### config.mk
export PLATFORM = sky130hd
export DESIGN_NAME = sha256_message_digest
export DESIGN_NICKNAME = d
export VERILOG_FILES = /design/src/hdl/sha_pkg.sv /design/src/hdl/sha_front.sv /design/src/hdl/sha_fifo.sv /design/src/hdl/sha_core.sv /design/src/hdl/sha256_message_digest.sv
export SDC_FILE = /design/constraint.sdc
export NUM_CORES = 2
export LEC_CHECK = 0
export BUFFER_PORTS_ARGS = -buffer_cell sky130_fd_sc_hd__buf_4
export CORE_MARGIN = 3
export CORE_UTILIZATION = 34
export DETAILED_ROUTE_END_ITERATION = 8
export PLACE_DENSITY_LB_ADDON = 0.3
export SLEW_MARGIN = 30
export SYNTH_ARGS = -nofsm -noshare
export SYNTH_HDL_FRONTEND = slang
export SYNTH_SLANG_ARGS = --single-unit
### constraint.sdc
create_clock -name clk_i -period 38.5 [get_ports clk_i]
set_clock_uncertainty 0.15 [all_clocks]
set_input_delay 3.85 -clock clk_i [delete_from_list [all_inputs] [get_ports clk_i]]
set_output_delay 3.85 -clock clk_i [all_outputs]
set_load 0.05 [all_outputs]
### src/hdl/sha_pkg.sv
// Shared types and constants for the SHA-256 message digest block.
package sha_pkg;

  localparam int unsigned WordW = 32;

  // Queue entry between the front end and the compression engine.
  typedef struct packed {
    logic [WordW-1:0] word;
    logic             blk_end;  // word completes a 16-word block
    logic             msg_end;  // block is the last one of the message
  } sha_word_t;

  function automatic logic [WordW-1:0] round_k(input logic [5:0] idx);
    logic [WordW-1:0] k;
    begin
      case (idx)
        6'd0: k = 32'h428a2f98;  6'd1: k = 32'h71374491;  6'd2: k = 32'hb5c0fbcf;
        6'd3: k = 32'he9b5dba5;  6'd4: k = 32'h3956c25b;  6'd5: k = 32'h59f111f1;
        6'd6: k = 32'h923f82a4;  6'd7: k = 32'hab1c5ed5;  6'd8: k = 32'hd807aa98;
        6'd9: k = 32'h12835b01;  6'd10: k = 32'h243185be; 6'd11: k = 32'h550c7dc3;
        6'd12: k = 32'h72be5d74; 6'd13: k = 32'h80deb1fe; 6'd14: k = 32'h9bdc06a7;
        6'd15: k = 32'hc19bf174; 6'd16: k = 32'he49b69c1; 6'd17: k = 32'hefbe4786;
        6'd18: k = 32'h0fc19dc6; 6'd19: k = 32'h240ca1cc; 6'd20: k = 32'h2de92c6f;
        6'd21: k = 32'h4a7484aa; 6'd22: k = 32'h5cb0a9dc; 6'd23: k = 32'h76f988da;
        6'd24: k = 32'h983e5152; 6'd25: k = 32'ha831c66d; 6'd26: k = 32'hb00327c8;
        6'd27: k = 32'hbf597fc7; 6'd28: k = 32'hc6e00bf3; 6'd29: k = 32'hd5a79147;
        6'd30: k = 32'h06ca6351; 6'd31: k = 32'h14292967; 6'd32: k = 32'h27b70a85;
        6'd33: k = 32'h2e1b2138; 6'd34: k = 32'h4d2c6dfc; 6'd35: k = 32'h53380d13;
        6'd36: k = 32'h650a7354; 6'd37: k = 32'h766a0abb; 6'd38: k = 32'h81c2c92e;
        6'd39: k = 32'h92722c85; 6'd40: k = 32'ha2bfe8a1; 6'd41: k = 32'ha81a664b;
        6'd42: k = 32'hc24b8b70; 6'd43: k = 32'hc76c51a3; 6'd44: k = 32'hd192e819;
        6'd45: k = 32'hd6990624; 6'd46: k = 32'hf40e3585; 6'd47: k = 32'h106aa070;
        6'd48: k = 32'h19a4c116; 6'd49: k = 32'h1e376c08; 6'd50: k = 32'h2748774c;
        6'd51: k = 32'h34b0bcb5; 6'd52: k = 32'h391c0cb3; 6'd53: k = 32'h4ed8aa4a;
        6'd54: k = 32'h5b9cca4f; 6'd55: k = 32'h682e6ff3; 6'd56: k = 32'h748f82ee;
        6'd57: k = 32'h78a5636f; 6'd58: k = 32'h84c87814; 6'd59: k = 32'h8cc70208;
        6'd60: k = 32'h90befffa; 6'd61: k = 32'ha4506ceb; 6'd62: k = 32'hbef9a3f7;
        default: k = 32'hc67178f2;
      endcase
      return k;
    end
  endfunction

  function automatic logic [WordW-1:0] init_hash(input logic [2:0] idx);
    logic [WordW-1:0] h;
    begin
      case (idx)
        3'd0: h = 32'h6a09e667;
        3'd1: h = 32'hbb67ae85;
        3'd2: h = 32'h3c6ef372;
        3'd3: h = 32'ha54ff53a;
        3'd4: h = 32'h510e527f;
        3'd5: h = 32'h9b05688c;
        3'd6: h = 32'h1f83d9ab;
        default: h = 32'h5be0cd19;
      endcase
      return h;
    end
  endfunction

  localparam logic [7:0] PadByte = 8'h80;

endpackage

### src/hdl/sha_front.sv
// Front end: counts message bits, masks the tail and emits padded schedule words.
module sha_front (
  input  logic              clk_i,
  input  logic              rst_ni,
  input  logic              in_valid_i,
  output logic              in_ready_o,
  input  logic [31:0]       in_word_i,
  input  logic [2:0]        in_bytes_i,
  input  logic              in_last_i,
  output logic              q_valid_o,
  input  logic              q_ready_i,
  output sha_pkg::sha_word_t q_data_o
);
  import sha_pkg::*;

  typedef enum logic [2:0] {
    StIdle, StPadWord, StZero, StLenHi, StLenLo
  } front_state_e;

  front_state_e state_q;
  logic [3:0]   cnt_q;
  logic [63:0]  bits_q;
  logic [2:0]   nb;
  logic [31:0]  keep, padw, word;
  logic [63:0]  bits_sum;

  always_comb begin
    nb = (in_bytes_i > 3'd4) ? 3'd4 : in_bytes_i;
    case (nb)
      3'd0: begin keep = 32'h0; padw = {PadByte, 24'h0}; end
      3'd1: begin keep = 32'hff000000; padw = {8'h0, PadByte, 16'h0}; end
      3'd2: begin keep = 32'hffff0000; padw = {16'h0, PadByte, 8'h0}; end
      3'd3: begin keep = 32'hffffff00; padw = {24'h0, PadByte}; end
      default: begin keep = 32'hffffffff; padw = 32'h0; end
    endcase
    bits_sum = bits_q + (in_last_i ? {58'd0, nb, 3'd0} : 64'd32);
    case (state_q)
      StIdle:    word = in_last_i ? ((in_word_i & keep) | padw) : in_word_i;
      StPadWord: word = {PadByte, 24'h0};
      StLenHi:   word = bits_q[63:32];
      StLenLo:   word = bits_q[31:0];
      default:   word = 32'h0;
    endcase
  end

  assign in_ready_o = (state_q == StIdle) && q_ready_i;
  assign q_valid_o  = (state_q != StIdle) || in_valid_i;
  assign q_data_o   = '{word: word, blk_end: (cnt_q == 4'd15),
                        msg_end: (state_q == StLenLo)};

  always_ff @(posedge clk_i or negedge rst_ni) begin
    if (!rst_ni) begin
      state_q <= StIdle;
      cnt_q   <= '0;
      bits_q  <= '0;
    end else if (q_valid_o && q_ready_i) begin
      cnt_q <= cnt_q + 4'd1;
      case (state_q)
        StIdle: begin
          bits_q <= bits_sum;
          if (in_last_i) begin
            if (nb == 3'd4) state_q <= StPadWord;
            else if (cnt_q == 4'd13) state_q <= StLenHi;
            else state_q <= StZero;
          end
        end
        StPadWord, StZero: begin
          if (cnt_q == 4'd13) state_q <= StLenHi;
          else state_q <= StZero;
        end
        StLenHi: state_q <= StLenLo;
        StLenLo: begin
          state_q <= StIdle;
          bits_q  <= '0;
        end
        default: state_q <= StIdle;
      endcase
    end
  end

endmodule

### src/hdl/sha_fifo.sv
// Short request queue between front end and compression engine.
module sha_fifo (
  input  logic               clk_i,
  input  logic               rst_ni,
  input  logic               wr_valid_i,
  output logic               wr_ready_o,
  input  sha_pkg::sha_word_t wr_data_i,
  output logic               rd_valid_o,
  input  logic               rd_ready_i,
  output sha_pkg::sha_word_t rd_data_o
);
  import sha_pkg::*;

  sha_word_t  mem_q [4];
  logic [1:0] wp_q, rp_q;
  logic [2:0] cnt_q;
  logic       wr, rd;

  assign wr_ready_o = cnt_q != 3'd4;
  assign rd_valid_o = cnt_q != 3'd0;
  assign rd_data_o  = mem_q[rp_q];
  assign wr = wr_valid_i && wr_ready_o;
  assign rd = rd_valid_o && rd_ready_i;

  always_ff @(posedge clk_i) begin
    if (wr) mem_q[wp_q] <= wr_data_i;
  end

  always_ff @(posedge clk_i or negedge rst_ni) begin
    if (!rst_ni) begin
      wp_q <= '0; rp_q <= '0; cnt_q <= '0;
    end else begin
      if (wr) wp_q <= wp_q + 2'd1;
      if (rd) rp_q <= rp_q + 2'd1;
      cnt_q <= cnt_q + {2'd0, wr} - {2'd0, rd};
    end
  end

endmodule

### src/hdl/sha_core.sv
// Compression engine: loads 16 words, runs 64 rounds, emits the digest.
module sha_core (
  input  logic               clk_i,
  input  logic               rst_ni,
  input  logic               q_valid_i,
  output logic               q_ready_o,
  input  sha_pkg::sha_word_t q_data_i,
  output logic               out_valid_o,
  input  logic               out_ready_i,
  output logic [31:0]        out_word_o,
  output logic [2:0]         out_pos_o,
  output logic               out_end_o
);
  import sha_pkg::*;

  typedef enum logic [1:0] { StLoad, StRound, StFinish, StEmit } core_state_e;

  core_state_e state_q;
  logic [31:0] w_q [16];
  logic [31:0] v_q [8];
  logic [31:0] h_q [8];
  logic [5:0]  rnd_q;
  logic [2:0]  pos_q;
  logic        last_q;
  logic [31:0] wn, s0, s1, wr_cur, t1, t2, e, a, ch, maj, se, sa;

  assign q_ready_o   = state_q == StLoad;
  assign out_valid_o = state_q == StEmit;
  assign out_word_o  = h_q[pos_q];
  assign out_pos_o   = pos_q;
  assign out_end_o   = pos_q == 3'd7;

  always_comb begin
    s0 = {w_q[1][6:0], w_q[1][31:7]} ^ {w_q[1][17:0], w_q[1][31:18]} ^ (w_q[1] >> 3);
    s1 = {w_q[14][16:0], w_q[14][31:17]} ^ {w_q[14][18:0], w_q[14][31:19]}
         ^ (w_q[14] >> 10);
    wn = w_q[0] + s0 + w_q[9] + s1;
    wr_cur = w_q[0];
    e  = v_q[4];
    a  = v_q[0];
    se = {e[5:0], e[31:6]} ^ {e[10:0], e[31:11]} ^ {e[24:0], e[31:25]};
    sa = {a[1:0], a[31:2]} ^ {a[12:0], a[31:13]} ^ {a[21:0], a[31:22]};
    ch  = (e & v_q[5]) ^ (~e & v_q[6]);
    maj = (a & v_q[1]) ^ (a & v_q[2]) ^ (v_q[1] & v_q[2]);
    t1 = v_q[7] + se + ch + round_k(rnd_q) + wr_cur;
    t2 = sa + maj;
  end

  always_ff @(posedge clk_i or negedge rst_ni) begin
    if (!rst_ni) begin
      state_q <= StLoad;
      rnd_q   <= '0;
      pos_q   <= '0;
      last_q  <= 1'b0;
      for (int i = 0; i < 8; i++) begin
        h_q[i] <= init_hash(3'(i));
        v_q[i] <= '0;
      end
    end else begin
      case (state_q)
        StLoad: begin
          if (q_valid_i) begin
            // shift the new word in at the top of the window
            for (int i = 0; i < 15; i++) w_q[i] <= w_q[i+1];
            w_q[15] <= q_data_i.word;
            if (q_data_i.blk_end) begin
              last_q  <= q_data_i.msg_end;
              state_q <= StRound;
              rnd_q   <= '0;
              for (int i = 0; i < 8; i++) v_q[i] <= h_q[i];
            end
          end
        end
        StRound: begin
          for (int i = 0; i < 15; i++) w_q[i] <= w_q[i+1];
          w_q[15] <= wn;
          v_q[7] <= v_q[6]; v_q[6] <= v_q[5]; v_q[5] <= v_q[4];
          v_q[4] <= v_q[3] + t1;
          v_q[3] <= v_q[2]; v_q[2] <= v_q[1]; v_q[1] <= v_q[0];
          v_q[0] <= t1 + t2;
          rnd_q  <= rnd_q + 6'd1;
          if (rnd_q == 6'd63) state_q <= StFinish;
        end
        StFinish: begin
          for (int i = 0; i < 8; i++) h_q[i] <= h_q[i] + v_q[i];
          pos_q   <= '0;
          state_q <= last_q ? StEmit : StLoad;
        end
        StEmit: begin
          if (out_ready_i) begin
            pos_q <= pos_q + 3'd1;
            if (pos_q == 3'd7) begin
              for (int i = 0; i < 8; i++) h_q[i] <= init_hash(3'(i));
              state_q <= StLoad;
            end
          end
        end
        default: state_q <= StLoad;
      endcase
    end
  end

endmodule

### src/hdl/sha256_message_digest.sv
// Top level of the SHA-256 message digest block.
// Input stream: one big-endian message word per request; tuser carries the
// count of valid leading bytes (0..4, above 4 counts as 4, used only with
// tlast), tlast marks the final word. Output stream: eight digest words,
// tuser the word position, tlast on the eighth word.
// A front end pads and counts bits and feeds a four-entry queue; the
// compression engine loads 16 words, then runs one round per cycle.
// Per block the engine loads 16 words, runs 64 rounds, then a finish step;
// it takes no new word until that block is done. The digest follows the
// last padded block. A stall on the output holds the digest; the engine and,
// once the queue is full, the input stall with it. Reset loads the initial
// hash values and clears the bit count; no request is in flight afterwards.
module sha256_message_digest (
  input  logic        clk_i,
  input  logic        rst_ni,
  input  logic        s_axis_tvalid,
  output logic        s_axis_tready,
  input  logic [31:0] s_axis_tdata,   // message_word
  input  logic [2:0]  s_axis_tuser,   // valid_bytes
  input  logic        s_axis_tlast,   // final_word
  output logic        m_axis_tvalid,
  input  logic        m_axis_tready,
  output logic [31:0] m_axis_tdata,   // digest_word
  output logic [2:0]  m_axis_tuser,   // word_position
  output logic        m_axis_tlast    // digest_end
);
  import sha_pkg::*;

  logic      f_valid, f_ready, c_valid, c_ready;
  sha_word_t f_data, c_data;

  sha_front u_front (
    .clk_i, .rst_ni,
    .in_valid_i(s_axis_tvalid), .in_ready_o(s_axis_tready),
    .in_word_i(s_axis_tdata), .in_bytes_i(s_axis_tuser), .in_last_i(s_axis_tlast),
    .q_valid_o(f_valid), .q_ready_i(f_ready), .q_data_o(f_data)
  );

  sha_fifo u_fifo (
    .clk_i, .rst_ni,
    .wr_valid_i(f_valid), .wr_ready_o(f_ready), .wr_data_i(f_data),
    .rd_valid_o(c_valid), .rd_ready_i(c_ready), .rd_data_o(c_data)
  );

  sha_core u_core (
    .clk_i, .rst_ni,
    .q_valid_i(c_valid), .q_ready_o(c_ready), .q_data_i(c_data),
    .out_valid_o(m_axis_tvalid), .out_ready_i(m_axis_tready),
    .out_word_o(m_axis_tdata), .out_pos_o(m_axis_tuser), .out_end_o(m_axis_tlast)
  );

`ifndef NO_ASSERTIONS
  a_last_pos: assert property (@(posedge clk_i) disable iff (!rst_ni)
    m_axis_tvalid |-> (m_axis_tlast == (m_axis_tuser == 3'd7)))
    else $error("digest end flag out of step with position");
  a_pos_step: assert property (@(posedge clk_i) disable iff (!rst_ni)
    (m_axis_tvalid && m_axis_tready && !m_axis_tlast) |=>
      (m_axis_tvalid && m_axis_tuser == $past(m_axis_tuser) + 3'd1))
    else $error("digest words not consecutive");
  a_no_load_emit: assert property (@(posedge clk_i) disable iff (!rst_ni)
    !(c_ready && m_axis_tvalid))
    else $error("engine loads while emitting");
`endif

endmodule

==> Word level (Yosys, flattened, before mapping) <==
Memories as Yosys holds them, arrays and structs flattened.
Index checks and enable logic that the tools add are counted.
{ "op_classes": {"addsub": 26, "n_reduce_logical": 22, "magnitude_cmp": 2, "eq_ne": 22, "bitwise_logic": 36, "muxes": 55} }
{ "ops": {"columns": ["op", "n"], "rows": [
  ["256-bit 2-to-1 mux", 4],
  ["256-bit case mux with 2 select lines", 2],
  ["32-bit 2-to-1 mux", 19],
  ["32-bit adder", 18],
  ["32-bit case mux with 4 select lines", 3],
  ["32-bit XOR", 9],
  ["32-bit AND", 6],
  ["64-bit case mux with 2 select lines", 1],
  ["32-bit binary-select mux with 3-bit select", 1],
  ["64-bit adder", 1],
  ["32-bit inverter", 1],
  ["32-bit OR", 1],
  ["32-bit by 22-bit XOR with 32-bit output", 1],
  ["32-bit by 29-bit XOR with 32-bit output", 1],
  ["6-bit 2-to-1 mux", 3],
  ["1-bit OR", 16],
  ["3-bit by 2-bit == test with 1-bit output (second input constant)", 4],
  ["2-bit 2-to-1 mux", 6],
  ["3-bit 2-to-1 mux", 4],
  ["6-bit case mux with 2 select lines", 1],
  ["3-bit == test (second input constant)", 3],
  ["3-bit case mux with 3 select lines", 1],
  ["3-bit AND reduction", 3],
  ["4-bit == test (second input constant)", 2],
  ["28 further kinds", 52]
]} }
{ "totals": {"romBits": 2048, "output_inout_bits": 38, "mem_count": 3, "mem_bits_rw": 648, "ff_bits": 602, "word_cells": 192, "input_bits": 40} }
{ "memory_table": {"columns": ["name", "words", "width", "read_ports", "rd_clocked_by_memory_dff", "write_ports", "line", "rtl"], "rows": [
  ["(no name shown)", 64, 32, 1, 0, 0, "sha_pkg.sv:16", "case (idx)"],
  ["u_core.w_q", 16, 32, 16, 0, 16, "sha_core.sv:19", "logic [31:0] w_q [16];"],
  ["u_fifo.mem_q", 4, 34, 1, 0, 1, "sha_fifo.sv:14", "sha_word_t mem_q [4];"]
]} }

==> Depth between registers and ports, before layout <==
{ "logic_depth": {"depth_word": 8, "depth_mapped": 42, "mapped_depth_nobuf": 40} }

==> Cells and area by module <==
Synthesis repeated with hierarchy kept, for this count alone.
{ "unflattened": {"hier_cells": 7451, "area_unflattened_um2": 76330.7} }
{ "by_module_without_submodules": {"columns": ["module", "area_per_inst_um2", "instances", "seq_area_each_um2", "cells_each"], "rows": [
  ["sha_core", 66661.4, 1, 28657.5, 6747],
  ["sha_fifo", 5429.0, 1, 4259.1, 219],
  ["sha_front", 4240.3, 1, 1701.6, 485]
]} }

==> Least setup slack after synthesis <==
OpenSTA, ideal clock, no wires.
{ "synth_timing": {"kind": "input-to-reg", "startpoint": "input port rst_ni", "endpoint": "memory u_core.w_q[0][0], enable pin", "required_time_ps": 37426, "setup_time_ps": 924, "slack_ps": 22315, "n_path_buf": 0, "cell_stages": 1, "arrival_time_ps": 15110, "cell_sequence": "o21a_1"} }
{ "synth_lines": {"columns": ["item", "line", "rtl"], "rows": [
  ["start: declaration", "sha256_message_digest.sv:15", "input logic rst_ni,"],
  ["end: declaration", "sha_core.sv:19", null]
]} }

==> Worst setup path in the final report <==
{ "layout_timing": {"startpoint": "register u_core.rnd_q[1]", "endpoint": "register u_core.v_q (netlist bit u_core.a[31])"} }
{ "layout_via": {"elab_chain_cells": 5} }
{ "layout_lines": {"columns": ["item", "line", "rtl"], "rows": [
  ["start: declaration", "sha_core.sv:22", "logic [5:0] rnd_q;"],
  ["start signal: assignment", "sha_core.sv:81", "rnd_q <= rnd_q + 6'd1;"],
  ["memory 64 x 32 bit", null, null],
  ["32-bit adder (2 in series)", "sha_core.sv:45", "t1 = v_q[7] + se + ch + round_k(rnd_q) + wr_cur;"],
  ["32-bit adder", "sha_core.sv:80", "v_q[0] <= t1 + t2;"],
  ["256-bit case mux with 2 select lines", "sha_core.sv:60", "case (state_q)"],
  ["end: declaration", "sha_core.sv:20", "logic [31:0] v_q [8];"]
]} }
Every way passes these cells.
A chain may end at the register's enable or synchronous reset.

==> results_dict.tcl <==
set metrics [dict create \
    tns_ps 0 \
    dr.pass1.iters 6 \
    synthFlopType "edfxtp_1" \
    antenna_left 0 \
    drv_cap 0 \
    worst_pin_slew_ps 1030 \
    worstPathMaxFanout 26 \
    cts_htree_levels 4 \
    drtIter0Drc 5327 \
    syn_to_final_growth_pct 11.2 \
    ys_ff_latch 1247 \
    r2r_end "u_core.a[31]" \
    grt_pass1_vias 54400 \
    synth_cells 7301 \
    num_vias 56300 \
    gr-total-overflow 0 \
    holdCritPathClass "reg -> reg" \
    wl_per_cell_um 22.9 \
    start_util 0.342 \
    ys_async_sr_fraction 0.480 \
    crit_top_cell "a21oi_1" \
    whs_path_depth 0 \
    antenna_found_initial 2 \
    hold_end "u_core.w_q[0][82]" \
    cts-root-buf "clkbuf_16" \
    post_synth.cell_area_avg_um2 10.3 \
    hold_start "u_core.w_q[0][114]" \
    synth-edff-count 648 \
    yosys-top-cells-count "nand2_1, nor2_1, edfxtp_1" \
    die_x_um 477 \
    die-area_um2 227000 \
    synth_cell_types 101 \
    end_kind "register" \
    grt_start_max_net_pins 241 \
    routed_wl_um 236000 \
    setup_ws_ps 27770 \
    worstSetupPathType "reg -> reg" \
    cts_hold_buf 0 \
    synth_nets 7944 \
    synth_top_area_cell "edfxtp_1" \
    netlist_area_um2 75400 \
    drc 0 \
    hold_viol 0 \
    fmax_ghz 0.0932 \
    drive_above_1_share 0.0973 \
    yosys-top-cells-area "edfxtp_1, dfrtp_1, ha_1" \
    max_stage_delay_ps 960 \
    core_area_um2 220000 \
    clock_sinks 1247 \
    seq_area_frac_synth 0.459 \
    cts_resized 0 \
    crit_arrival_ps 11270 \
    cts_setup_buffers 0 \
    nets 7878 \
    r2r_setup_slack_ps 27770 \
    r2r_start "u_core.rnd_q[1]" \
    synth.top_cell.area_share 0.258 \
    grt_usage 0.203 \
    io_buffers 77 \
    yosysMostFrequentCell "nand2_1" \
    yosys_warnings 0 \
    drv_slew 0 \
    finalSetupViolCount 0 \
    start_kind "register" \
    cts_tree "done" \
    relSlewSlack 0.314 \
    clock_latency_ps 790 \
    die_height_um 477 \
    gp_congestion 0.933 \
    clk_pin_slew_worst_paths_ps 60 \
    clk_path_buf_depth 3 \
    dp_hpwl_um 174000 \
    io_pins 78 \
    grt_pass1_wl_um 355000 \
    row_count 172 \
    pre_cts_ws_ps 27870 \
    cp.required_ps 39040 \
    slowest_stage "ha_1" \
    fin_crit_ps 10730 \
    fin_crit_sh 0.279 \
    drt-vias-per-instance 5.46 \
    cts_made_buffers 138 \
    rsz0062_at_grt "false" \
    status "completed" \
    fin_util 0.381 \
    r2r_cells 37 \
]
## cell usage in the layout, fill, tap and decap left out, types with 141 or more instances in the layout
| cell | synthesis | routed |
|---|---|---|
| a21o_1 | 169 | 169 |
| a21oi_1 | 543 | 543 |
| a31oi_1 | 242 | 242 |
| buf_4 | 0 | 147 |
| clkbuf_16 | 0 | 141 |
| dfrtp_1 | 463 | 457 |
| edfxtp_1 | 648 | 648 |
| fa_1 | 197 | 197 |
| ha_1 | 406 | 406 |
| inv_1 | 343 | 343 |
| nand2_1 | 906 | 905 |
| nor2_1 | 681 | 679 |
| o21ai_0 | 408 | 408 |
| xnor2_1 | 358 | 357 |
| xor2_1 | 263 | 263 |
## through the flow
stage / hold WS (ps) / instances / area [um2]
after CTS: 258 / 10300 / 83700
final: 259 / 10300 / 83800
after global placement: 250 / 10000 / 79100
after floorplan: 250 / 7301 / 75400
after detailed placement: 255 / 10100 / 79100
after global routing: 267 / 10300 / 83800
## area by class of cell
class / instances / area [um2]
diodes: 1 / 2.50
clock buffers: 189 / 3870
clock inverters: 63 / 716
fillers: 21400 / 136000
inverters: 345 / 1290
multi-input cells: 5340 / 38200
flip-flops and latches: 1247 / 34600
well taps: 2958 / 3700
repair buffers: 163 / 1410
## flip-flops by register name, indices dropped and copies added, names as in the netlist, 3 cells and up
name / count
u_core.v_q: 192
u_fifo.cnt_q: 3
u_core.rnd_q: 6
u_core.h_q: 256
u_front.cnt_q: 4
u_core.w_q: 512
u_front.bits_q: 61
u_core.out_pos_o: 3
u_fifo.mem_q: 136
u_front.state_q: 3
u_core.a: 32
u_core.e: 32
## critical path: cells and delay by family (launching register included)
kind | cells | cell delay, ps
AND/OR/NAND/NOR | 3 | 600
AO/OA/AOI/OAI | 19 | 4370
flip-flops | 1 | 320
XOR/XNOR | 3 | 620
adder cells (fa/ha/maj) | 7 | 3560
buffers and inverters | 5 | 1020
## logic make-up after synthesis
family,count (synthesis),share of synthesized area
flops,1247,0.459
buf+inv,714,0.0356
simple gates,2124,0.121
fa+ha+maj,624,0.122
compound gates,1828,0.152
mux,142,0.0365
xor+xnor,622,0.0724
## routing by layer
metal  up-vias  GRT usage  routed length [um]
li1      25800          -                   -
met1     28300      0.285              105000
met2      1833      0.322              109000
met3       295     0.0300               14300
met4         0     0.0625                7440
met5         -          0                   0
## worst max path at each step
stage | depth (start not counted) | startpoint | slack, ps | end
final | 37 | u_core.rnd_q[1] | 27770 | u_core.a[31]
after global routing | 37 | u_core.rnd_q[1] | 27070 | u_core.a[31]
after CTS | 37 | u_core.rnd_q[1] | 27840 | u_core.a[31]
after detailed placement | 37 | u_core.rnd_q[1] | 27870 | u_core.a[31]
after global placement | 38 | u_core.rnd_q[1] | 28050 | u_core.a[25]
after floorplan | 1 | rst_ni | 22320 | u_core.w_q[0][0]
Power is left out: the tool's default activity adds up to more than one toggle a clock period on the data nets, which glitch-free logic cannot reach.
